<file path="src/rtl/core/cubic_bezier_closest_point_top_assert.svh">
// assertion macros shared by the closest-point block
// used by cubic_bezier_closest_point_top; needs clk and rst in scope
`ifndef CUBIC_BEZIER_CLOSEST_POINT_TOP_ASSERT_SVH
`define CUBIC_BEZIER_CLOSEST_POINT_TOP_ASSERT_SVH

// same-cycle implication, checked outside reset
`define CBCP_ASSERT_NOW(label, ante, cons, msg) \
  label: assert property (@(posedge clk) disable iff (rst) (ante) |-> (cons)) else $error(msg);

// next-cycle implication, checked outside reset
`define CBCP_ASSERT_NEXT(label, ante, cons, msg) \
  label: assert property (@(posedge clk) disable iff (rst) (ante) |=> (cons)) else $error(msg);

`endif

</file>
<file path="src/rtl/core/cbcp_ram.sv">
// generic single-write, single-read ram with registered read data
// no dependencies
`default_nettype none

module cbcp_ram #(
  parameter int WIDTH = 32,
  parameter int DEPTH = 64
) (
  input  wire logic                     clk,
  input  wire logic                     we,
  input  wire logic [$clog2(DEPTH)-1:0] waddr,
  input  wire logic [WIDTH-1:0]         wdata,
  input  wire logic [$clog2(DEPTH)-1:0] raddr,
  output logic      [WIDTH-1:0]         rdata
);

  logic [WIDTH-1:0] mem [DEPTH];

  // write port and registered read port
  always_ff @(posedge clk) begin
    if (we) begin
      mem[waddr] <= wdata;
    end
    rdata <= mem[raddr];
  end

endmodule

`default_nettype wire

</file>
<file path="config.mk">
export PLATFORM = sky130hd
export DESIGN_NAME = cbcp_ram
export DESIGN_NICKNAME = d
export VERILOG_FILES = /design/src/rtl/core/cubic_bezier_closest_point_top_assert.svh /design/src/rtl/core/cbcp_ram.sv
export SDC_FILE = /design/constraint.sdc
export NUM_CORES = 2
export LEC_CHECK = 0
export BUFFER_PORTS_ARGS = -buffer_cell sky130_fd_sc_hd__buf_2
export CORE_UTILIZATION = 45
export CTS_BUF_LIST = sky130_fd_sc_hd__clkbuf_16
export DETAILED_ROUTE_END_ITERATION = 8
export GPL_TIMING_DRIVEN = 1
export SKIP_CTS_REPAIR_TIMING = 1
export SLEW_MARGIN = 20
export SYNTH_ARGS = -nofsm -noshare
export SYNTH_HDL_FRONTEND = slang
export SYNTH_SLANG_ARGS = --single-unit
</file>
<file path="constraint.sdc">
create_clock -name clk -period 7.3 [get_ports clk]
set_clock_uncertainty 0.1 [all_clocks]
set_input_delay 1.46 -clock clk [delete_from_list [all_inputs] [get_ports clk]]
set_output_delay 1.46 -clock clk [all_outputs]
set_load 0.005 [all_outputs]
</file>
=== Word-level counts from Yosys, hierarchy flattened ===
Memory sizes are Yosys's and may differ from the RTL's. A register that Yosys moved wholly into a read port is not among the register bits.
Cells that the tools add are included.
Widths: inputs -> output; s select.

* Memories: 1
* Bits in registers: 0
* RAM bits: 2048

* Muxes and demuxes: 2

{| class="wikitable"
|+ Memory list
! name !! depth !! bits a word !! rd ports !! clocked after Yosys merged registers in !! wr ports !! RTL line !! source
|-
| mem || 64 || 32 || 1 || 1 || 1 || cbcp_ram.sv:17 || <nowiki>logic [WIDTH-1:0] mem [DEPTH];</nowiki>
|}

{| class="wikitable"
|+ Operator list
! operator !! count
|-
| $mux 1 || 2
|}

=== Depth between registers and ports, before layout ===
* Depth after elaboration: 2
* Mapped depth: 10
* Gate-level depth less buffers: 5

=== Least setup slack after synthesis ===
OpenSTA, ideal clock, no wires.

* Path type: input to register
* Start: input waddr[3]
* End: memory mem[48][0] (enable)
* Slack: 2580 ps
* Arrival time: 4159 ps
* Required time: 6739 ps
* Library setup time: 461 ps
* Stages on the path: 4
* Cells stage by stage: clkbuf_1 -> nor2b_1 -> nand4b_1 -> nor3_1

{| class="wikitable"
|+ RTL lines
! element !! RTL line !! source
|-
| from (decl) || cbcp_ram.sv:11 || <nowiki>input wire logic [$clog2(DEPTH)-1:0] waddr,</nowiki>
|-
| to (decl) || cbcp_ram.sv:17 ||
|}

No word-level cell before the write port.

==> impl_results.md <==
- Most common cell after layout, fill and taps aside: edfxtp_1
- Avg WL per Cell: 33.7 µm
- CTS tree: done
- Post-synth ARST share: 0%
- Drt initial violations: 4561
- Mapped Nets: between 3000 and 4000
- Nets: about 3600
- Post-Route WL: 204 mm
- Antenna violations before repair: 9
- RSZ-0062 raised after global routing: false
- Synthesis-to-finish area growth: 13.5%
- Critical Path RT: ~8000 ps
- Crit path DAT: 4650 ps
- Clock latency on the worst-skew pair: 840 ps
- Number of cells on the critical path: 7
- Num CTS Buffers: 204
- Non-filler cells, final: 6050
- Drt pass-1 iters: 5
- Most common flop cell mapped by yosys: edfxtp_1
- Placement Rows: 152
- Max_slew headroom: between 20% and 30%
- Leak pwr: approximately 0.028 µW
- Starting Density: 45.5%
- Final-report max-slew violation count: 0
- Max_cap viols: 0
- DR vias: about 37000
- CP bufs+invs: 3
- Worst Hold Launch: mem[12][4]
- CP Capture Type: register
- Clk sinks: 2080
- Minimum clock period: 4060 ps
- Post-layout instance area: ~0.09 mm²
- Critical R2R Launch: mem[23][24]
- Worst hold slack: 641 ps
- Slowest cell on the critical path: buf_4
- Mapped Area: 0.0785 mm²
- CP cell instances: buf_8, buf_4, buf_4, mux4_2, mux4_2, o22ai_1, nor2_1
- Post-Syn Instances: 3324
- Placed inst area: about 0.083 mm²
- Share of cells above drive strength 1: 29.5%
- R2R depth: 4
- Final setup violation count: 0
- Status: complete, no violations
- Most frequent cells in the layout: 2048 x edfxtp_1, 544 x mux4_2, 207 x clkbuf_16
- Total I/O pin count: 78
- DIE AREA: 0.176 mm²
- Core footprint: 0.172 mm²
- Vias in the first global route: 36800
- HPWL after DPL: 110 mm
- Fraction of the yosys area taken by sequential cells: 79.1%
- Filler instances: 13200
- Fmax: 247 MHz
- Met2 GRT Util: 36.8%
- Transition time at the pin with the least slew margin: 1130 ps
- First-pass GRT wire length: approximately 280 mm
- M3 GR Usage: under 10%
- Register area: 0.0621 mm²
- TNS Setup: 0 ps
- DRC viols: 0
- Grt peak-use layer: met2
- Netlist cell types: 34
- Final Total Pwr: 24500 µW
- Worst hold path depth: 4
- Vias per cell: 6.03
- Largest net degree at the start of global routing: 113
- Number of synthesized flops with an enable pin: 2048
- Worst Setup SP: raddr[0]
- IO Port Bufs: 77
- Synthesis-stage register bit count: 2080
- Critical-path maximum fanout: 60
- Synth Area per Inst: roughly 24 µm²
- H-tree depth: 4
- Final period util: 55.6%
- Root Buffer: clkbuf_16
- Final hold vios: 0
- Min-delay worst type: reg2reg
- CTS clk-pin slew, worst paths: 60 ps
- Post-route ant nets: 0
- Met1 Use GR: 32.8%
- Clock Path Buffers: 3
- Die Y: 420 µm
- Die Wd: 420 µm
- Yosys warnings: 0
- Cell total after placement: approximately 5700
- Routability Congestion: 0.796
- CP Launch Type: primary input
- Pwr dens: 276 mW/mm²
- Slowest stage delay, CP: 610 ps
- Worst vdd ir: 266 µV
- Multi-input logic area: 0.0160 mm²
- Delay-heaviest family, CP: buffers and inverters
- Total grt overflow: 0
- GRT Util Overall: between 20% and 30%
- CP Class: in2reg
-- worst paths after layout --
check | to | slack, ps
worst max-delay path | rdata[18] | 3240
worst min-delay path | rdata[4] | 640
worst max register to register | rdata[24] | 4820
worst min register to register | rdata[4] | 640
-- worst reg2reg max path, cell delays in order, from the launching register on --
cell and delay [ps]:
edfxtp_1 380, mux4_2 460, mux4_2 550, o22ai_1 600
nor2_1 230
-- synth_stat cells (4+ instances only) --
master | instances | area, µm²
o32ai_1 | 4 | 35.0
and3_1 | 4 | 25.0
dfxtp_1 | 32 | 641
nand3b_1 | 5 | 37.5
nand2_1 | 26 | 97.6
nor2b_1 | 15 | 93.8
clkbuf_1 | 74 | 278
buf_1 | 21 | 78.8
a21oi_1 | 62 | 310
nand3_1 | 5 | 25.0
mux2i_1 | 93 | 931
edfxtp_1 | 2048 | 61500
o22ai_1 | 84 | 526
a311oi_1 | 8 | 70.1
mux4_2 | 544 | 12300
a41o_1 | 4 | 40.0
buf_6 | 5 | 56.3
o221ai_1 | 27 | 236
nor3_1 | 7 | 35.0
buf_2 | 57 | 285
nand2b_1 | 8 | 50.1
buf_4 | 25 | 188
a22oi_1 | 12 | 90.1
nor2_1 | 137 | 514
-- cells by family after synthesis --
kind of cell / synth area share [%]
AO/OA/AOI/OAI: 1.67
buffers and inverters: 1.13
flip-flops: 79.1
multiplexers: 16.8
AND/OR/NAND/NOR: 1.27
-- sequential cells by signal, summed over array words and instances (netlist names) --
register,count
mem,2048
rdata,32
-- layout make-up --
| cell class | instances | share of cell area (%) |
|---|---|---|
| Antenna cell | 9 | 0.0253 |
| Multi-Input combinational cell | 1062 | 17.9 |
| Clock buffer | 207 | 5.81 |
| Clock inverter | 169 | 1.35 |
| Sequential cell | 2080 | 69.8 |
| Timing Repair Buffer | 213 | 1.89 |
| Tap cell | 2310 | 3.24 |
-- metrics by stage --
step / setup WS, ps / util [%]
detailed placement: 2280 / 47.9
floorplan: 2580 / -
global route: 3050 / 51.6
finish: 3240 / 51.6
CTS: 3190 / 51.6
global placement: 2290 / 47.9
-- power by group --
group,switching [µW],internal [µW],leakage (µW),total (µW)
Clock,4420,5620,0.00335,10000
Sequential,49.8,13200,0.0187,13300
Combinational,783,441,0.00576,1220
Total,5260,19300,0.0278,24500
-- routing by layer --
metal | up-vias | share of wire [%]
li1 | 14800 | -
met1 | 19900 | 41
met2 | 1579 | 48
met3 | 246 | 8.9
met4 | 6 | 2.4
met5 | - | 0.019
(Power assumes the default switching activity.)
