**config.mk**
```make
export PLATFORM = sky130hd
export DESIGN_NAME = cbcp_mul
export DESIGN_NICKNAME = d
export VERILOG_FILES = /design/src/rtl/core/cubic_bezier_closest_point_top_assert.svh /design/src/rtl/core/cbcp_pkg.sv /design/src/rtl/core/cbcp_mul.sv
export SDC_FILE = /design/constraint.sdc
export NUM_CORES = 2
export LEC_CHECK = 0
export ABC_AREA = 1
export BUFFER_PORTS_ARGS = -buffer_cell sky130_fd_sc_hd__buf_2
export CAP_MARGIN = 20
export CORE_ASPECT_RATIO = 0.5
export CORE_MARGIN = 1.5
export CORE_UTILIZATION = 70
export DETAILED_ROUTE_END_ITERATION = 10
export GPL_TIMING_DRIVEN = 0
export HOLD_SLACK_MARGIN = 0.08
export PLACE_DENSITY = 0.88
export SLEW_MARGIN = 20
export SYNTH_ARGS = -nofsm -noshare
export SYNTH_HDL_FRONTEND = slang
export SYNTH_SLANG_ARGS = --single-unit
```
**constraint.sdc**
```tcl
create_clock -name clk -period 16.8 [get_ports clk]
set_input_delay 2.52 -clock clk [delete_from_list [all_inputs] [get_ports clk]]
set_output_delay 2.52 -clock clk [all_outputs]
set_load 0.02 [all_outputs]
```
**src/rtl/core/cubic_bezier_closest_point_top_assert.svh**
```systemverilog
// assertion macros shared by the closest-point block
// used by cubic_bezier_closest_point_top; needs clk and rst in scope
`ifndef CUBIC_BEZIER_CLOSEST_POINT_TOP_ASSERT_SVH
`define CUBIC_BEZIER_CLOSEST_POINT_TOP_ASSERT_SVH

// same-cycle implication, checked outside reset
`define CBCP_ASSERT_NOW(label, ante, cons, msg) \
  label: assert property (@(posedge clk) disable iff (rst) (ante) |-> (cons)) else $error(msg);

// next-cycle implication, checked outside reset
`define CBCP_ASSERT_NEXT(label, ante, cons, msg) \
  label: assert property (@(posedge clk) disable iff (rst) (ante) |=> (cons)) else $error(msg);

`endif

```
**src/rtl/core/cbcp_pkg.sv**
```systemverilog
// shared types, constants and rounding helpers for the closest-point block
// no dependencies; used by cbcp_div, cbcp_mul and cubic_bezier_closest_point_top
`default_nettype none

package cbcp_pkg;

  // table sizing
  localparam int TABLE_DEPTH = 64;
  localparam int IDX_W = $clog2(TABLE_DEPTH);
  localparam int CNT_W = $clog2(TABLE_DEPTH + 1);
  localparam int TP_W = 7;
  localparam int CMP_W = CNT_W + TP_W;

  // divider sizing: dividend is index * 2^16 plus half the divisor
  localparam int DIV_W = IDX_W + 17;
  localparam int DIVC_W = $clog2(DIV_W + 1);

  // datapath widths
  localparam int MOP_W = 34;
  localparam int PROD_W = 2 * MOP_W;
  localparam int ACC_W = 54;
  localparam int W_W = 18;

  localparam logic [16:0] T_ONE = 17'd65536;

  // sequencer step limits
  localparam logic [4:0] EV_LAST = 5'd16;
  localparam logic [4:0] DS_LAST = 5'd3;

  // register map
  typedef enum logic [2:0] {
    REG_POINT0      = 3'd0,
    REG_POINT1      = 3'd1,
    REG_POINT2      = 3'd2,
    REG_POINT3      = 3'd3,
    REG_TABLE_POINTS = 3'd4,
    REG_STOP_WIDTH  = 3'd5
  } reg_idx_t;

  typedef enum logic [3:0] {
    ST_IDLE,
    ST_BUILD_DIV,
    ST_BUILD_EVAL,
    ST_BUILD_WR,
    ST_SCAN_RD,
    ST_SCAN_LD,
    ST_SCAN_DIST,
    ST_TL_DIV,
    ST_H_DIV,
    ST_CLAMP,
    ST_BIS_CHECK,
    ST_BIS_EVAL_A,
    ST_BIS_DIST_A,
    ST_BIS_EVAL_B,
    ST_BIS_DIST_B
  } state_t;

  typedef struct packed {
    logic             start;
    logic [DIV_W-1:0] dividend;
    logic [CNT_W-1:0] divisor;
  } div_req_t;

  typedef struct packed {
    logic             done;
    logic [DIV_W-1:0] quotient;
  } div_rsp_t;

  typedef struct packed {
    logic signed [MOP_W-1:0] a;
    logic signed [MOP_W-1:0] b;
  } mul_req_t;

  // floor((v + 2^15) / 2^16) for unsigned values
  function automatic logic [19:0] rnd16u(input logic [35:0] v);
    logic [35:0] s;
    s = v + 36'd32768;
    return s[35:16];
  endfunction

  // signed round to Q.8 followed by saturation to 32 bits
  function automatic logic signed [31:0] rnd_sat(input logic signed [ACC_W-1:0] v);
    logic signed [ACC_W-1:0] s;
    logic signed [ACC_W-17:0] r;
    s = v + 54'sd32768;
    r = s[ACC_W-1:16];
    if (r > 38'sd2147483647) begin
      return 32'sh7FFFFFFF;
    end else if (r < -38'sd2147483648) begin
      return 32'sh80000000;
    end else begin
      return r[31:0];
    end
  endfunction

endpackage

`default_nettype wire

```
**src/rtl/core/cbcp_mul.sv**
```systemverilog
// shared signed multiplier with registered product
// depends on cbcp_pkg for operand widths
`default_nettype none

module cbcp_mul (
  input  wire logic                                 clk,
  input  wire cbcp_pkg::mul_req_t                   req,
  output logic signed [cbcp_pkg::PROD_W-1:0]        prod
);

  // one product per cycle
  always_ff @(posedge clk) begin
    prod <= req.a * req.b;
  end

endmodule

`default_nettype wire

```
======== Word-level counts from Yosys, hierarchy flattened ========
Cells that the tools add are included.
storage, ports and cells
  flip-flop bits (word level) ............. 68
  input port bits ......................... 69
  output and inout bits ................... 68
  logic and storage cells ................. 2
operators by class
  $mul .................................... 1
operators by type and width
  kind              count
  $mul A34 B34 Y68  1

======== Longest topological paths before layout ========
  word-level depth ........................ 1
  mapped depth ............................ 35

======== Least setup slack after synthesis ========
Ideal clock, no wire load.
  kind .................................... input-to-reg
  start ................................... input port req[67] (netlist name)
  end ..................................... register prod[66] (netlist name)
  setup time .............................. 112 ps
  data arrival time ....................... 9231 ps
  data required time ...................... 16688 ps
  path slack .............................. 7457 ps
  cell stages on the path ................. 24
  path buffers ............................ 2
  cells stage by stage .................... clkbuf_1 > clkbuf_1 > nand2_1 > inv_1 > fa_1 > fa_1 > fa_1 > fa_1 > inv_1 > fa_1 > fa_1 > inv_1 > fa_1 > fa_1 > ha_1 > nand2_1 > nor2_1 > inv_1 > nor2_2 > nand2_1 > nor3_1 > nand2_2 > nand3_1 > nand2_1
on the way
  longest elaborated chain between the ends .. 1
RTL lines
  what                  line            text
  from (decl)           cbcp_mul.sv:7   input wire cbcp_pkg::mul_req_t req,
  $mul A34 B34 Y68      cbcp_mul.sv:13  prod <= req.a * req.b;
  to (signal assigned)  cbcp_mul.sv:13
  to (decl)             cbcp_mul.sv:8   output logic signed [cbcp_pkg::PROD_W-1:0] prod
Every way passes these cells.

======== Final worst setup path ========
  start ................................... input port req[49] (netlist name)
  end ..................................... register prod[53] (netlist name)
The elaborated chain is that of the path after synthesis.

==> results <==
- The count of endpoints failing setup in the final report is 0.
- Measured along the y axis, the die boundary spans 185 µm.
- More flip-flops sit in one register than any other, and that register is prod.
- The DRC violations left is 0.
- Measured along the x axis, the die boundary spans about 370 µm.
- approximately 140 I/O pins were placed.
- STA classifies the critical path startpoint as an input port.
- The number of register bits inferred by synthesis is a little under 70.
- The share of synthesized flip-flops with an asynchronous set or reset is 0%.
- Each instance of the synthesized netlist takes up on average 7.74 µm².
- The largest total area in the synthesized netlist belongs to sky130_fd_sc_hd__fa_1.
- The met1 usage is roughly 66%.
- The worst path in the final design needs a cycle of roughly 11000 ps, including I/O delays and setup.
- For this run, the number of Yosys warnings is 0.
- The number of filler cells placed in the layout is about 5k.
- In this run the biggest area consumer among cell types represents a little over half of the synthesized area.
- The worst endpoint data arrival time is approximately 11000 ps.
- The initial antenna violation count is 29.
- The first-iteration detailed-routing DRC count is 5986.
- The slew of the pin with the lowest slew margin is 1370 ps.
- Dividing the final minimum period by the clock period gives between 60% and 70%.
- By area the synthesized netlist is led by sky130_fd_sc_hd__fa_1, sky130_fd_sc_hd__inv_1, sky130_fd_sc_hd__nand2_1.
- Max-cap violations in this run came to 0.
- TritonCTS built the clock tree.
- The largest registers in the layout are prod: 68 flops.
- In this run, post-CTS repair resized a total of 0 instances.
- The floorplan step defined a core boundary enclosing around 65000 µm².
- Detailed placement ended at an HPWL of 151 mm.
- The post-route antenna net violation count is 0.
- The ratio of cells with drive above 1 in the final layout is 2.84%.
- Counting the buffers created by CTS gives 9.
- For met2 alone, demand over resource in global routing was 71.9%.
- sky130_fd_sc_hd__inv_1 is the most common cell in the netlist.
- In the synthesized netlist the dominant register cell turns out to be sky130_fd_sc_hd__dfxtp_1.
- The clock tree synthesis step divided the H-tree into 3 levels.
- The die covers a little under 70000 µm².
- In this run, post-CTS hold repair placed 0 buffers.
- The run finished with clean final reports.
- The number of nets handed over by synthesis was roughly 7.5k.
- The headroom to the max-slew limit is 8.66%.
- The commonest cells after synthesis are sky130_fd_sc_hd__inv_1, sky130_fd_sc_hd__nand2_1, sky130_fd_sc_hd__fa_1.
- STA classifies the critical path endpoint as a register.
- Data on the critical path is required at its endpoint by ~17000 ps.
- The path class of the lowest-slack min-delay path is in -> reg.
- Counting flops with a built-in enable in the synthesized netlist gives 0.
- The aggregate negative setup slack is 0 ps.
- The total global-route track usage is between 50 and 60%.
- The worst setup path category is in -> reg.
- The worst hold path startpoint is req[34].
- CTS saw ~70 sinks.
- The gate count of the mapped netlist is between 5k and 6k.
- For this configuration, the core starts out at a cell density of a little under three quarters.
- Setup repair after global routing left no endpoint under its margin.
- Along the worst path, the maximum fanout reaches 10.
- After detailed routing, the average wire length per cell comes to 25.6 µm.
- The number of hold-slack violations in the final timing report was 0.
- The final max-slew violation count is 0.
- The register with the most flip-flops in the layout has a little under 70 of them.
- Counting instances, the worst hold path has a depth of 3.
- The distinct cell type count of the synthesized netlist is 32.
- The placer congestion estimate is about 1.2.
- Detailed routing inserted a total of roughly 41k vias.
- The via count of the first global-routing pass is roughly 42k.
- The portion of the post-synthesis area used by sequential elements is ~2.9%.
- The met3 global-route usage is between 30% and 40%.
- The global route total overflow is 0.
- The number of buffers added on ports is between 60 and 70.
- The worst-case clock buffer depth is 2.
- The pin count of the biggest net entering global routing is 19.
- From synthesis to final layout, the design area changed by 4.01%.
- Post-CTS timing repair inserted 0 buffers for setup.
- The total wirelength of the detailed-routed design is around 180 mm.
- The layer with the highest usage is met2.
- The first TritonRoute pass finished after 9 iterations.
- The first global-routing pass estimated around 260 mm of wire.
- The worst hold path terminates at prod[0].
- The clock-pin slew on the worst setup and hold paths is roughly 60 ps.
- Derived from the worst setup path, the maximum achievable clock frequency is approximately 0.092 GHz.
- The cell sitting at the root of the clock tree is a sky130_fd_sc_hd__clkbuf_16.
- The number of nets in the layout is around 7.6k.
- The floorplan has 66 rows.
- The via density per instance is 5.84.
- After synthesis the cells add up to around 46000 µm².
-- cells by family (layout without fill, tap and decap cells) --
group	Yosys count	in the layout	share of synthesized area [%]
AO/OA/AOI/OAI	95	95	1.13
other	0	19	0
AND/OR/NAND/NOR	1939	1939	16.6
flip-flops	68	68	2.95
adder cells (fa/ha/maj)	1445	1445	59.3
XOR/XNOR	35	35	0.663
buffers and inverters	2390	2478	19.4
-- worst max-delay path: stages --
cell	delay [ps]
sky130_fd_sc_hd__clkbuf_1	790
sky130_fd_sc_hd__clkbuf_1	1010
sky130_fd_sc_hd__nand2_1	190
sky130_fd_sc_hd__fa_1	550
sky130_fd_sc_hd__fa_1	490
sky130_fd_sc_hd__inv_1	50
sky130_fd_sc_hd__fa_1	500
sky130_fd_sc_hd__inv_1	70
sky130_fd_sc_hd__fa_1	560
sky130_fd_sc_hd__inv_1	70
sky130_fd_sc_hd__fa_1	500
sky130_fd_sc_hd__inv_1	60
sky130_fd_sc_hd__fa_1	540
sky130_fd_sc_hd__inv_1	50
sky130_fd_sc_hd__fa_1	480
sky130_fd_sc_hd__fa_1	620
sky130_fd_sc_hd__ha_1	480
sky130_fd_sc_hd__nand2_1	190
sky130_fd_sc_hd__nor2_1	310
sky130_fd_sc_hd__nand2_1	210
sky130_fd_sc_hd__inv_1	130
sky130_fd_sc_hd__nand4_1	140
sky130_fd_sc_hd__nand3b_1	290
sky130_fd_sc_hd__nand2_1	130
sky130_fd_sc_hd__nand4_1	100
sky130_fd_sc_hd__nand2_1	60
-- cell type report --
type                       count  area [µm²]  area share, %
clock inverter                 4        25.0         0.0520
multi-input combinational   3514       35900           74.7
sequential                    68        1360           2.83
timing repair buffer          72         395          0.822
buffer                       271        1040           2.17
clock buffer                  12         246          0.513
antenna                       19        47.5         0.0989
inverter                    2119        7950           16.5
tap                          884        1110           2.30
-- how the worst max path moves through the flow --
stage          cells after the start     from  endpoint  slack [ps]
4_1_cts                           26  req[67]  prod[64]        6090
3_3_place_gp                      24  req[67]  prod[64]        5700
3_5_place_dp                      24  req[12]  prod[60]        5780
6_report                          26  req[49]  prod[53]        5910
5_1_grt                           25  req[67]  prod[60]        5820
2_1_floorplan                     24  req[67]  prod[66]        7460
-- per-layer routing --
layer / wire length (µm) / share of wire, %
met1: 58000 / 33
met2: 66200 / 37
met3: 38700 / 22
met4: 14900 / 8.4
met5: 256 / 0.14
-- stage by stage --
stage | util [%] | instance area [µm²] | worst slack [ps] | instances | hold slack, ps
floorplan | - | 46200 | 7460 | 5972 | 2800
global placement | 73.2 | 47700 | 5700 | 6925 | 2940
detailed placement | 73.3 | 47700 | 5780 | 6928 | 2940
CTS | 73.7 | 48000 | 6090 | 6944 | 2770
global route | 73.8 | 48100 | 5820 | 6955 | 2830
finish | 73.8 | 48100 | 5910 | 6963 | 2860
-- cell usage in the layout (no fill, tap or decap), types with 3 or more instances in the layout --
master and instances:
sky130_fd_sc_hd__inv_1 2115, sky130_fd_sc_hd__nand2_1 1661, sky130_fd_sc_hd__fa_1 1239, sky130_fd_sc_hd__clkbuf_1 250, sky130_fd_sc_hd__ha_1 203, sky130_fd_sc_hd__nor2_1 115, sky130_fd_sc_hd__nand3_1 70, sky130_fd_sc_hd__buf_2 69
sky130_fd_sc_hd__dfxtp_1 68, sky130_fd_sc_hd__a21oi_1 59, sky130_fd_sc_hd__xor2_1 33, sky130_fd_sc_hd__clkbuf_2 21, sky130_fd_sc_hd__nand2_2 20, sky130_fd_sc_hd__diode_2 19, sky130_fd_sc_hd__nand4_1 19, sky130_fd_sc_hd__o21ai_0 18
sky130_fd_sc_hd__nor3_1 15, sky130_fd_sc_hd__o21bai_1 11, sky130_fd_sc_hd__nor2_2 9, sky130_fd_sc_hd__clkbuf_16 9, sky130_fd_sc_hd__or2_2 8, sky130_fd_sc_hd__nand3_2 7, sky130_fd_sc_hd__nor3_2 5, sky130_fd_sc_hd__a21oi_2 4
sky130_fd_sc_hd__inv_2 4, sky130_fd_sc_hd__nand3b_1 3
Power is left out: the tool's default activity adds up to more than one toggle a clock period on the data nets, which glitch-free logic cannot reach.
