--- src/rtl/core/cubic_bezier_closest_point_top_assert.svh ---
// assertion macros shared by the closest-point block
// used by cubic_bezier_closest_point_top; needs clk and rst in scope
`ifndef CUBIC_BEZIER_CLOSEST_POINT_TOP_ASSERT_SVH
`define CUBIC_BEZIER_CLOSEST_POINT_TOP_ASSERT_SVH

// same-cycle implication, checked outside reset
`define CBCP_ASSERT_NOW(label, ante, cons, msg) \
  label: assert property (@(posedge clk) disable iff (rst) (ante) |-> (cons)) else $error(msg);

// next-cycle implication, checked outside reset
`define CBCP_ASSERT_NEXT(label, ante, cons, msg) \
  label: assert property (@(posedge clk) disable iff (rst) (ante) |=> (cons)) else $error(msg);

`endif

--- src/rtl/core/cbcp_pkg.sv ---
// shared types, constants and rounding helpers for the closest-point block
// no dependencies; used by cbcp_div, cbcp_mul and cubic_bezier_closest_point_top
`default_nettype none

package cbcp_pkg;

  // table sizing
  localparam int TABLE_DEPTH = 64;
  localparam int IDX_W = $clog2(TABLE_DEPTH);
  localparam int CNT_W = $clog2(TABLE_DEPTH + 1);
  localparam int TP_W = 7;
  localparam int CMP_W = CNT_W + TP_W;

  // divider sizing: dividend is index * 2^16 plus half the divisor
  localparam int DIV_W = IDX_W + 17;
  localparam int DIVC_W = $clog2(DIV_W + 1);

  // datapath widths
  localparam int MOP_W = 34;
  localparam int PROD_W = 2 * MOP_W;
  localparam int ACC_W = 54;
  localparam int W_W = 18;

  localparam logic [16:0] T_ONE = 17'd65536;

  // sequencer step limits
  localparam logic [4:0] EV_LAST = 5'd16;
  localparam logic [4:0] DS_LAST = 5'd3;

  // register map
  typedef enum logic [2:0] {
    REG_POINT0      = 3'd0,
    REG_POINT1      = 3'd1,
    REG_POINT2      = 3'd2,
    REG_POINT3      = 3'd3,
    REG_TABLE_POINTS = 3'd4,
    REG_STOP_WIDTH  = 3'd5
  } reg_idx_t;

  typedef enum logic [3:0] {
    ST_IDLE,
    ST_BUILD_DIV,
    ST_BUILD_EVAL,
    ST_BUILD_WR,
    ST_SCAN_RD,
    ST_SCAN_LD,
    ST_SCAN_DIST,
    ST_TL_DIV,
    ST_H_DIV,
    ST_CLAMP,
    ST_BIS_CHECK,
    ST_BIS_EVAL_A,
    ST_BIS_DIST_A,
    ST_BIS_EVAL_B,
    ST_BIS_DIST_B
  } state_t;

  typedef struct packed {
    logic             start;
    logic [DIV_W-1:0] dividend;
    logic [CNT_W-1:0] divisor;
  } div_req_t;

  typedef struct packed {
    logic             done;
    logic [DIV_W-1:0] quotient;
  } div_rsp_t;

  typedef struct packed {
    logic signed [MOP_W-1:0] a;
    logic signed [MOP_W-1:0] b;
  } mul_req_t;

  // floor((v + 2^15) / 2^16) for unsigned values
  function automatic logic [19:0] rnd16u(input logic [35:0] v);
    logic [35:0] s;
    s = v + 36'd32768;
    return s[35:16];
  endfunction

  // signed round to Q.8 followed by saturation to 32 bits
  function automatic logic signed [31:0] rnd_sat(input logic signed [ACC_W-1:0] v);
    logic signed [ACC_W-1:0] s;
    logic signed [ACC_W-17:0] r;
    s = v + 54'sd32768;
    r = s[ACC_W-1:16];
    if (r > 38'sd2147483647) begin
      return 32'sh7FFFFFFF;
    end else if (r < -38'sd2147483648) begin
      return 32'sh80000000;
    end else begin
      return r[31:0];
    end
  endfunction

endpackage

`default_nettype wire

--- src/rtl/core/cbcp_div.sv ---
// restoring divider, one quotient bit per cycle
// depends on cbcp_pkg for widths and request/response structs
`default_nettype none

module cbcp_div (
  input  wire logic               clk,
  input  wire logic               rst,
  input  wire cbcp_pkg::div_req_t req,
  output cbcp_pkg::div_rsp_t      rsp
);

  logic                           running;
  logic [cbcp_pkg::DIVC_W-1:0]    cnt;
  logic [cbcp_pkg::CNT_W-1:0]     rem;
  logic [cbcp_pkg::DIV_W-1:0]     quo;
  logic                           done;
  logic [cbcp_pkg::CNT_W:0]       shifted;
  logic                           ge;

  // trial subtract of the divisor
  always_comb begin
    shifted = {rem, quo[cbcp_pkg::DIV_W-1]};
    ge = shifted >= {1'b0, req.divisor};
  end

  // iteration control
  always_ff @(posedge clk) begin
    if (rst) begin
      running <= 1'b0;
      done <= 1'b0;
      cnt <= '0;
    end else begin
      done <= 1'b0;
      if (req.start) begin
        running <= 1'b1;
        cnt <= cbcp_pkg::DIVC_W'(cbcp_pkg::DIV_W);
      end else if (running) begin
        cnt <= cnt - 1'b1;
        if (cnt == cbcp_pkg::DIVC_W'(1)) begin
          running <= 1'b0;
          done <= 1'b1;
        end
      end
    end
  end

  // remainder and quotient shift
  always_ff @(posedge clk) begin
    if (req.start) begin
      quo <= req.dividend;
      rem <= '0;
    end else if (running) begin
      quo <= {quo[cbcp_pkg::DIV_W-2:0], ge};
      if (ge) begin
        rem <= cbcp_pkg::CNT_W'(shifted - {1'b0, req.divisor});
      end else begin
        rem <= shifted[cbcp_pkg::CNT_W-1:0];
      end
    end
  end

  assign rsp.done = done;
  assign rsp.quotient = quo;

endmodule

`default_nettype wire

--- config.mk ---
export PLATFORM = sky130hd
export DESIGN_NAME = cbcp_div
export DESIGN_NICKNAME = d
export VERILOG_FILES = /design/src/rtl/core/cubic_bezier_closest_point_top_assert.svh /design/src/rtl/core/cbcp_pkg.sv /design/src/rtl/core/cbcp_div.sv
export SDC_FILE = /design/constraint.sdc
export NUM_CORES = 1
export LEC_CHECK = 0
export BUFFER_PORTS_ARGS = -buffer_cell sky130_fd_sc_hd__buf_2
export CAP_MARGIN = 10
export CORE_MARGIN = 3
export CORE_UTILIZATION = 40
export DETAILED_ROUTE_END_ITERATION = 8
export PLACE_DENSITY = 0.68
export SLEW_MARGIN = 20
export SYNTH_ARGS = -nofsm -noshare
export SYNTH_HDL_FRONTEND = slang
export SYNTH_SLANG_ARGS = --single-unit
--- constraint.sdc ---
create_clock -name clk -period 3.3 [get_ports clk]
set_clock_uncertainty 0.1 [all_clocks]
set_input_delay 0.66 -clock clk [delete_from_list [all_inputs] [get_ports clk]]
set_output_delay 0.66 -clock clk [all_outputs]
set_load 0.03 [all_outputs]
; ---- Yosys cells after proc, flatten, opt, wreduce, memory -nomap -nowiden
; Cells that the tools add are included.
[word_totals]
latch_bits = 0
ramBits = 0
mem_bits_ro = 0
input_bits = 33
memories = 0
ff_bits = 37
word_cells = 23
output_inout_bits = 24
[classes]
reduce_logical = 3
muxes = 9
div_mod_pow = 0
n_lt_le_gt_ge = 1
shift = 0
multipliers = 0
n_addsub = 2
eq_ne = 1
bitwise_logic = 1
[op_table]
columns = operator, count
row1 = two-way mux 23 bit, 2
row2 = two-way mux 5 bit, 2
row3 = greater-or-equal comparator 8 x 7 -> 1 bit, 1
row4 = two-way mux 7 bit, 1
row5 = subtractor 7 bit, 1
row6 = equality test 5 x 1 -> 1 bit (second input constant), 1
row7 = subtractor 5 x 1 -> 5 bit (second input constant), 1
row8 = two-way mux 1 bit, 4
row9 = OR reduction 3 bit, 1
row10 = nonzero test 2 bit, 1
row11 = OR reduction 2 bit, 1
row12 = NOT 1 bit, 1

; ---- Logic depth before layout (Yosys ltp)
; Gate-level depths: netlist of the first run.
[logic_depth]
ltp_word = 4
ltp_mapped = 9
ltp_nobuf = 7

; ---- Least setup slack after synthesis of the first run
; Ideal clock, no wire load.
[synth_timing]
kind = input to register
startpoint = in req[0] (netlist name)
endpoint = reg rem[0] (netlist name)
arrival_time_ns = 2.342
required_time_ns = 3.112
path_buffers = 2
stages = 8
setup_slack_ns = 0.770
setup_time_ns = 0.088
path_cell_list = ha_1 > fa_1 > nand2b_1 > a211o_1 > buf_6 > and3_1 > buf_6 > a311oi_2
[synth_via]
elab_chain_cells = 2
elab_cells_between_ends = 3
cone_classes = add/sub: 1 / order compare: 1 / mux: 1
[synth_rtl]
columns = element, line_no
row1 = "start, declared", cbcp_div.sv:8  ; input wire cbcp_pkg::div_req_t req,
row2 = subtractor 7 bit or greater-or-equal comparator 8 x 7 -> 1 bit (tied branches), "cbcp_div.sv:55, cbcp_div.sv:23"
row3 = two-way mux 7 bit (*), cbcp_div.sv:54  ; if (ge) begin
row4 = "end signal, assigned", cbcp_div.sv:55  ; rem <= cbcp_pkg::CNT_W'(shifted - {1'b0, req.divisor});
row5 = "end signal, assigned", cbcp_div.sv:57  ; rem <= shifted[cbcp_pkg::CNT_W-1:0];
row6 = "end, declared", cbcp_div.sv:14  ; logic [cbcp_pkg::CNT_W-1:0] rem;
; Every way passes the cells marked *; elsewhere a longest branch is shown, timed or not.
; A chain may end at the register's enable or synchronous reset.

; ---- Worst setup path after layout of the first run
; Same ends and word-level chain as after synthesis.

==> results of run 1 <==
[state kept, by name, indices dropped and copies added (netlist names)]
register,cells
quo,23
rem,7
cnt,5
done,1
running,1
[layout make-up]
class / count / area share
Inverter: 13 / 0.0192
Multi-Input combinational cell: 118 / 0.392
Tap cell: 67 / 0.0331
Timing Repair Buffer: 59 / 0.119
Clock inverter: 3 / 0.0257
Clock buffer: 5 / 0.0271
Sequential cell: 37 / 0.383
[Yosys cell counts (all sizes together), types with 4 or more instances]
cell    count
nor2        6
nand2       5
inv        13
dfxtp      14
clkbuf      4
xnor2       4
a21oi       6
mux2       22
buf         7
o21ai       6
ha          9
nor3b       5
a41oi       4
and3        6
edfxtp     23
[cell families (layout without fill, tap and decap cells)]
group / count (synthesis) / count (layout) / share of synthesized area
and+or+nand+nor: 43 / 43 / 0.129
adders and majority gates: 10 / 10 / 0.0634
muxes: 22 / 22 / 0.118
DFF: 37 / 37 / 0.464
xor gates and xnor gates: 7 / 7 / 0.0293
AOI/OAI and AO/OA: 36 / 36 / 0.136
buffers and inverters: 24 / 80 / 0.0610
[per-layer routing]
layer	vias up	GRT usage	routed length, um
met5	-	0	0
met4	0	0.0367	37
met3	7	0.0401	171
met2	36	0.235	2100
met1	708	0.172	1970
li1	777	-	-
[power breakdown]
group	internal, uW	switching, uW
sequential	541	23.0
clock	300	158
combinational	109	164
total	951	345
[how the worst max path moves through the flow]
stage | from | endpoint | slack (ns) | cells past startpoint
after floorplan | req[0] | rem[0] | 0.77 | 8
after global placement | req[0] | rem[0] | 0.63 | 7
after detailed placement | req[0] | rem[2] | 0.56 | 7
after CTS | req[0] | rem[0] | 0.84 | 7
after global routing | quo[22] | rem[0] | 0.75 | 7
final | req[0] | rem[0] | 0.84 | 7
[per-stage QoR]
step,util,worst slack (ns)
3_5_place_dp,0.492,0.555
3_3_place_gp,0.492,0.626
2_1_floorplan,-,0.770
4_1_cts,0.519,0.838
5_1_grt,0.519,0.751
6_report,0.519,0.842
[worst max-delay path, stage by stage]
cell and delay, ns:
buf_2 0.10, ha_1 0.21, fa_1 0.40, nand2b_1 0.19, a211o_1 0.38, and3_1 0.31, a311oi_2 0.29
[cells in the final DEF, fill, tap and decap left out, types with 2 or more instances in the layout]
master / synthesis / final
nor4b_1: 2 / 2
a41oi_1: 4 / 4
o31ai_1: 2 / 2
mux2_2: 22 / 22
nor2b_1: 3 / 3
nand2b_1: 2 / 2
nor3_1: 2 / 2
dfxtp_1: 14 / 14
xor2_1: 3 / 3
buf_4: 1 / 3
a21oi_1: 6 / 6
ha_1: 9 / 9
nor2_1: 6 / 6
nand3b_1: 3 / 3
bufinv_16: 0 / 2
o21ai_0: 6 / 6
nand4_1: 2 / 2
buf_2: 0 / 56
and3_1: 5 / 5
nand2_1: 5 / 5
or2_2: 2 / 2
nor3b_1: 5 / 5
a31oi_1: 2 / 2
clkbuf_8: 1 / 5
xnor2_1: 4 / 4
edfxtp_1: 23 / 23
a211oi_1: 2 / 2
or4b_2: 2 / 2
inv_1: 13 / 13
a311oi_2: 2 / 2
==> results_dict.tcl, run 1 <==
set metrics [dict create \
    clk_latency_ns 0.28 \
    via_per_inst 5.06 \
    grt_pass1_vias 1417 \
    postLayoutCellArea_um2 2530 \
    rrSetupSlack_ns 0.86 \
    outcome "completed" \
    overflow 0 \
    crit_arrival_ns 2.56 \
    tns_ns 0 \
    fin_cells 302 \
    start_util 0.429 \
    power_uw 1300 \
    netlist_instances 179 \
    clock_path_buffers 2 \
    clock_sink_count 37 \
    min_path_type "register to register" \
    critPathCaptureType "register" \
    critPathRequiredTime_ns 3.40 \
    hold_viol 0 \
    clkTransAtPathRegs_ns 0.07 \
    root_buffer "clkbuf_8" \
    numCtsBuffers 5 \
    timing.hold.ws_ns 0.422 \
    place_hpwl_um 3170 \
    yosys_warnings 0 \
    routedWlPerCell_um 14.2 \
    ant_nets 0 \
    antenna_found_initial 0 \
    critical_path.max_fanout 9 \
    setup_viol 0 \
    syn_to_final_growth_pct 21.1 \
    grt_pass1_wl_um 6680 \
    synth_seq_area_share 0.464 \
    powerDensity_nw_per_um2 511 \
    regToRegStartpoint "quo[22]" \
    postCtsSetupBuffers 0 \
    fill_cells 468 \
    cts_tree "yes" \
    htree_levels 2 \
    ctsHoldBuffers 0 \
    p_leak_uw 0.00107 \
    hold-path-endpoint "rem[2]" \
    grt_start_max_net_pins 26 \
    synth_top_area_share 0.330 \
    regArea_um2 971 \
    ctsResizeCount 0 \
    r2r-end "rem[0]" \
    drtIter0Drc 66 \
    synth_edf_count 23 \
    dieArea_um2 6140 \
    drc 0 \
    min_period_ns 2.46 \
    max-cap-violations 0 \
    synth_nets 222 \
    final_max_slew_viol_count 0 \
    place_congestion 0.799 \
    crit_type "input port to register" \
    num_antenna_cells 0 \
    min_from "rem[1]" \
    dp.cells 294 \
    multi_input_area_um2 995 \
    synth_seq_cells 37 \
    grt_use_total 0.138 \
    rows 25 \
    ys.flop_type "edfxtp_1" \
    drtPass1Iterations 4 \
    nets 277 \
    rsz0062_at_grt "no" \
    port_buffers 56 \
    dr_total_vias 1528 \
    min_path_cells 2 \
    slew_headroom 0.642 \
    fp.dieH_um 78.3 \
    syn-cell-area_um2 2090 \
    synth.avg_cell_area_um2 11.7 \
    ys_types 49 \
    fin_crit_sh 0.745 \
    synthArstFlopShare 0 \
    die_x_um 78.3 \
    synth_top_cell_by_area "edfxtp_1" \
    wl_um 4280 \
    reg2reg_depth 7 \
    synth_top_cells_by_area "edfxtp_1 (33%), dfxtp_1 (13%), mux2_2 (12%)" \
    drive_above_1_share 0.430 \
    tightest_slew_ns 0.537 \
    max_freq_ghz 0.407 \
    startpoint_type "input port" \
    placed_area_um2 2400 \
    ir_drop_mv 0.228 \
    coreArea_um2 4880 \
    num_io_pins 57 \
]
Power figures use the tool's default switching activity.
==> inputs of run 2 (changes only) <==
==> constraint.sdc (replaced) <==
create_clock -name clk -period 2.5 [get_ports clk]
set_clock_uncertainty 0.1 [all_clocks]
set_input_delay 0.5 -clock clk [delete_from_list [all_inputs] [get_ports clk]]
set_output_delay 0.5 -clock clk [all_outputs]
set_load 0.03 [all_outputs]
==> results_dict.tcl, run 2 (same netlist as run 1, synthesis figures left out) <==
set metrics [dict create \
    via_per_inst 5.05 \
    grt-busiest-layer "met2" \
    crit_start "quo[22]" \
    reg2reg_depth 7 \
    nets 279 \
    clkTransAtPathRegs_ns 0.07 \
    critPathCaptureType "register" \
    overflow 0 \
    cts_tree "yes" \
    htree_levels 2 \
    numCtsBuffers 5 \
    num_antenna_cells 0 \
    fill_cells 456 \
    num_io_pins 57 \
    largest_reg_flops 23 \
    critPathRequiredTime_ns 2.59 \
    postCtsSetupBuffers 0 \
    clock_path_buffers 2 \
    port_buffers 56 \
    ctsResizeCount 0 \
    fin_crit_sh 0.927 \
    final_max_slew_viol_count 0 \
    root_buffer "clkbuf_8" \
    outcome "completed" \
    wl_um 4220 \
    crit_type "register to register" \
    grt_start_max_net_pins 27 \
    rsz0062_at_grt "no" \
    place_congestion 0.793 \
    clock_sink_count 37 \
    tns_ns 0 \
    drtPass1Iterations 4 \
    max-cap-violations 0 \
    min_from "rst" \
    top_regs "quo: 23 flops, rem: 7 flops, cnt: 5 flops" \
    tightest_slew_ns 0.568 \
    min_period_ns 2.32 \
    regToRegStartpoint "quo[22]" \
    slew_headroom 0.621 \
    powerDensity_nw_per_um2 599 \
    regMostFlops "quo" \
    drive_above_1_share 0.422 \
    max_freq_ghz 0.431 \
    grt_use_total 0.141 \
    ctsHoldBuffers 0 \
    min_path_type "input port to register" \
    grtUsageMet3 0.0356 \
    clk_latency_ns 0.28 \
    routedWlPerCell_um 13.9 \
    ir_drop_mv 0.400 \
    die_x_um 78.3 \
    grt_pass1_vias 1420 \
    setup_viol 0 \
    dieArea_um2 6140 \
    met1_usage 0.194 \
    dr_total_vias 1536 \
    startpoint_type "register" \
    drtIter0Drc 70 \
    met2_usage 0.221 \
    ant_nets 0 \
    rows 25 \
    min_path_cells 2 \
    final_common_cell "buf_2" \
    drc 0 \
    start_util 0.429 \
    hold_viol 0 \
    utilization 0.512 \
    p_leak_uw 0.00105 \
    antenna_found_initial 0 \
    critical_path.max_fanout 6 \
    power_uw 1490 \
    place_hpwl_um 3140 \
    coreArea_um2 4880 \
    final_cell_mix "buf_2 (56), edfxtp_1 (23), mux2_2 (22)" \
    grt_pass1_wl_um 6840 \
    fp.dieH_um 78.3 \
    crit_arrival_ns 2.41 \
    syn_to_final_growth_pct 19.2 \
]
==> run 2: layout make-up <==
| class | count | area, um^2 | share of cell area |
|---|---|---|---|
| Clock buffer | 8 | 80.1 | 0.0321 |
| Sequential cell | 37 | 971 | 0.389 |
| Multi-Input combinational cell | 118 | 995 | 0.398 |
| Inverter | 13 | 48.8 | 0.0195 |
| Tap cell | 67 | 83.8 | 0.0336 |
| Timing Repair Buffer | 61 | 318 | 0.127 |
==> run 2: stage by stage <==
step           worst slack, ns  std cells  hold WS, ns  instance area [um^2]
2_1_floorplan          0.00880        179        0.387                  2090
3_3_place_gp            0.0614        296        0.416                  2420
3_5_place_dp           0.00837        296        0.423                  2420
4_1_cts                  0.162        304        0.366                  2500
5_1_grt                 0.0454        304        0.380                  2500
6_report                 0.182        304        0.374                  2500
==> run 2: path summary, 6_finish.rpt <==
path | endpoint | slack [ns]
worst max-delay path | rem[0] | 0.18
worst min-delay path | cnt[0] | 0.37
worst max register to register | rem[0] | 0.18
worst min register to register | rem[2] | 0.42
==> run 2: layer usage <==
metal,vias up,part of all wire
met4,0,0.0043
met1,723,0.48
met5,-,0
met3,2,0.040
met2,30,0.48
li1,781,-
==> run 2: where the power goes <==
group          leakage [uW]  total [uW]  switching [uW]  internal [uW]
Sequential         0.000347         745            30.1            715
Combinational      0.000664         362             215            146
Clock             0.0000395         388             190            198
Total               0.00105        1490             435           1060
==> run 2: critical path, cell delays in order (launching register included) <==
cell      delay, ns
edfxtp_1       0.35
inv_1          0.08
ha_1           0.21
fa_1           0.39
nand2b_1       0.19
a211o_1        0.33
and3_1         0.29
a311oi_2       0.28
==> inputs of run 3 (changes only) <==
--- a/config.mk
+++ b/config.mk
@@ -8,9 +8,9 @@
 export BUFFER_PORTS_ARGS = -buffer_cell sky130_fd_sc_hd__buf_2
 export CAP_MARGIN = 10
 export CORE_MARGIN = 3
-export CORE_UTILIZATION = 40
+export CORE_UTILIZATION = 52
 export DETAILED_ROUTE_END_ITERATION = 8
-export PLACE_DENSITY = 0.68
+export PLACE_DENSITY = 0.83
 export SLEW_MARGIN = 20
 export SYNTH_ARGS = -nofsm -noshare
 export SYNTH_HDL_FRONTEND = slang
==> results_dict.tcl, run 3 (same netlist as run 1, synthesis figures left out) <==
set metrics [dict create \
    setup_viol 0 \
    critPathCaptureType "register" \
    final_cell_mix "buf_2 (56), edfxtp_1 (23), mux2_2 (22)" \
    postCtsSetupBuffers 0 \
    start_util 0.555 \
    via_per_inst 5.47 \
    drc 0 \
    wl_um 4300 \
    reg2reg_depth 7 \
    port_buffers 56 \
    max_freq_ghz 0.433 \
    pre_cts_slack_ns 0.0205 \
    dieArea_um2 4820 \
    ctsHoldBuffers 0 \
    ir_drop_mv 0.295 \
    r2r-end "rem[2]" \
    powerDensity_nw_per_um2 611 \
    dp.cells 278 \
    numCtsBuffers 5 \
    place_congestion 0.850 \
    clock_path_buffers 2 \
    root_buffer "clkbuf_8" \
    grt_start_max_net_pins 26 \
    sequentialPowerShare 0.493 \
    outcome "completed" \
    fin_crit_sh 0.924 \
    cp_slowest_stage_delay_ns 0.39 \
    clk_latency_ns 0.29 \
    power_frac_comb 0.238 \
    critical_path.max_fanout 6 \
    coreArea_um2 3770 \
    top_regs "quo: 23 flops, rem: 7 flops, cnt: 5 flops" \
    rrSetupSlack_ns 0.19 \
    min_path_type "input port to register" \
    swShare 0.303 \
    die_x_um 69.4 \
    grt_use_total 0.180 \
    place_hpwl_um 3150 \
    critPathRequiredTime_ns 2.61 \
    min_period_ns 2.31 \
    hold-path-endpoint "cnt[4]" \
    drive_above_1_share 0.429 \
    drtIter0Drc 94 \
    max-cap-violations 0 \
    crit_type "register to register" \
    crit_arrival_ns 2.42 \
    rsz0062_at_grt "no" \
    cp_cell_sequence "inv_1 > ha_1 > fa_1 > nand2b_1 > a211o_1 > and3_1 > a311oi_2" \
    clkTransAtPathRegs_ns 0.07 \
    cp_slowest_cell "fa_1" \
    p_leak_uw 0.00106 \
    syn_to_final_growth_pct 18.5 \
    utilization 0.658 \
    rows 22 \
    hold_viol 0 \
    final_common_cell "buf_2" \
    fin_ws_ns 0.191 \
    grt_pass1_wl_um 6800 \
    startpoint_type "register" \
    switching_power_uw 459 \
    fp.dieH_um 69.4 \
    cts_tree "yes" \
    num_antenna_cells 0 \
    crit_start "quo[22]" \
    clock_sink_count 37 \
    min_path_cells 2 \
    fin_cells 286 \
    regMostFlops "quo" \
    dr_total_vias 1563 \
    slew_headroom 0.653 \
    p_clk_frac 0.269 \
    routedWlPerCell_um 15.0 \
    antenna_found_initial 0 \
    ctsResizeCount 0 \
    tightest_slew_ns 0.520 \
    regToRegStartpoint "quo[22]" \
    final_max_slew_viol_count 0 \
    grt_pass1_vias 1509 \
    nets 280 \
    fill_cells 297 \
    overflow 0 \
    htree_levels 2 \
    largest_reg_flops 23 \
    drtPass1Iterations 4 \
    num_io_pins 57 \
    power.internal_uw 1060 \
    tns_ns 0 \
    ant_nets 0 \
    min_from "rst" \
]
[run 3: metal layers]
metal	global-route usage	up-vias	share of wire
met1	0.210	741	0.42
met5	0	-	0
met4	0.0781	0	0.017
met3	0.0435	7	0.036
li1	-	781	-
met2	0.311	34	0.53
[run 3: cell type report]
type                       instances  area (um^2)  share of cell area
sequential                        37          971               0.391
inverter                          13         48.8              0.0197
tap                               48         60.1              0.0242
clock inverter                     1         5.00             0.00202
multi-input combinational        118          995               0.401
timing repair buffer              62          325               0.131
clock buffer                       7         76.3              0.0308
[run 3: how the worst max path moves through the flow]
stage,end,depth (start not counted)
floorplan,rem[0],9
global placement,rem[2],7
detailed placement,rem[2],7
CTS,rem[2],7
global route,rem[0],7
finish,rem[2],7
[run 3: per-stage QoR]
stage	hold slack (ns)	total power, uW	area [um^2]
detailed placement	0.426	1120	2400
CTS	0.358	1520	2480
finish	0.364	1520	2480
global route	0.364	1590	2480
floorplan	0.387	1020	2090
global placement	0.409	1110	2400
[run 3: power by group through the flow]
| stage | clock network, uW | logic, uW | registers (uW) |
|---|---|---|---|
| finish | 407 | 361 | 747 |
| detailed placement | 0 | 362 | 759 |
| floorplan | 0 | 182 | 836 |
| global route | 446 | 391 | 754 |
| CTS | 415 | 363 | 747 |
| global placement | 0 | 355 | 756 |
[run 3: worst max-delay path: cells and delay by family, from the launching register on]
family,cells,cell delay [ns]
buffers and inverters,1,0.08
AOI/OAI and AO/OA,2,0.61
and+or+nand+nor,2,0.47
adders and majority gates,2,0.60
DFF,1,0.35
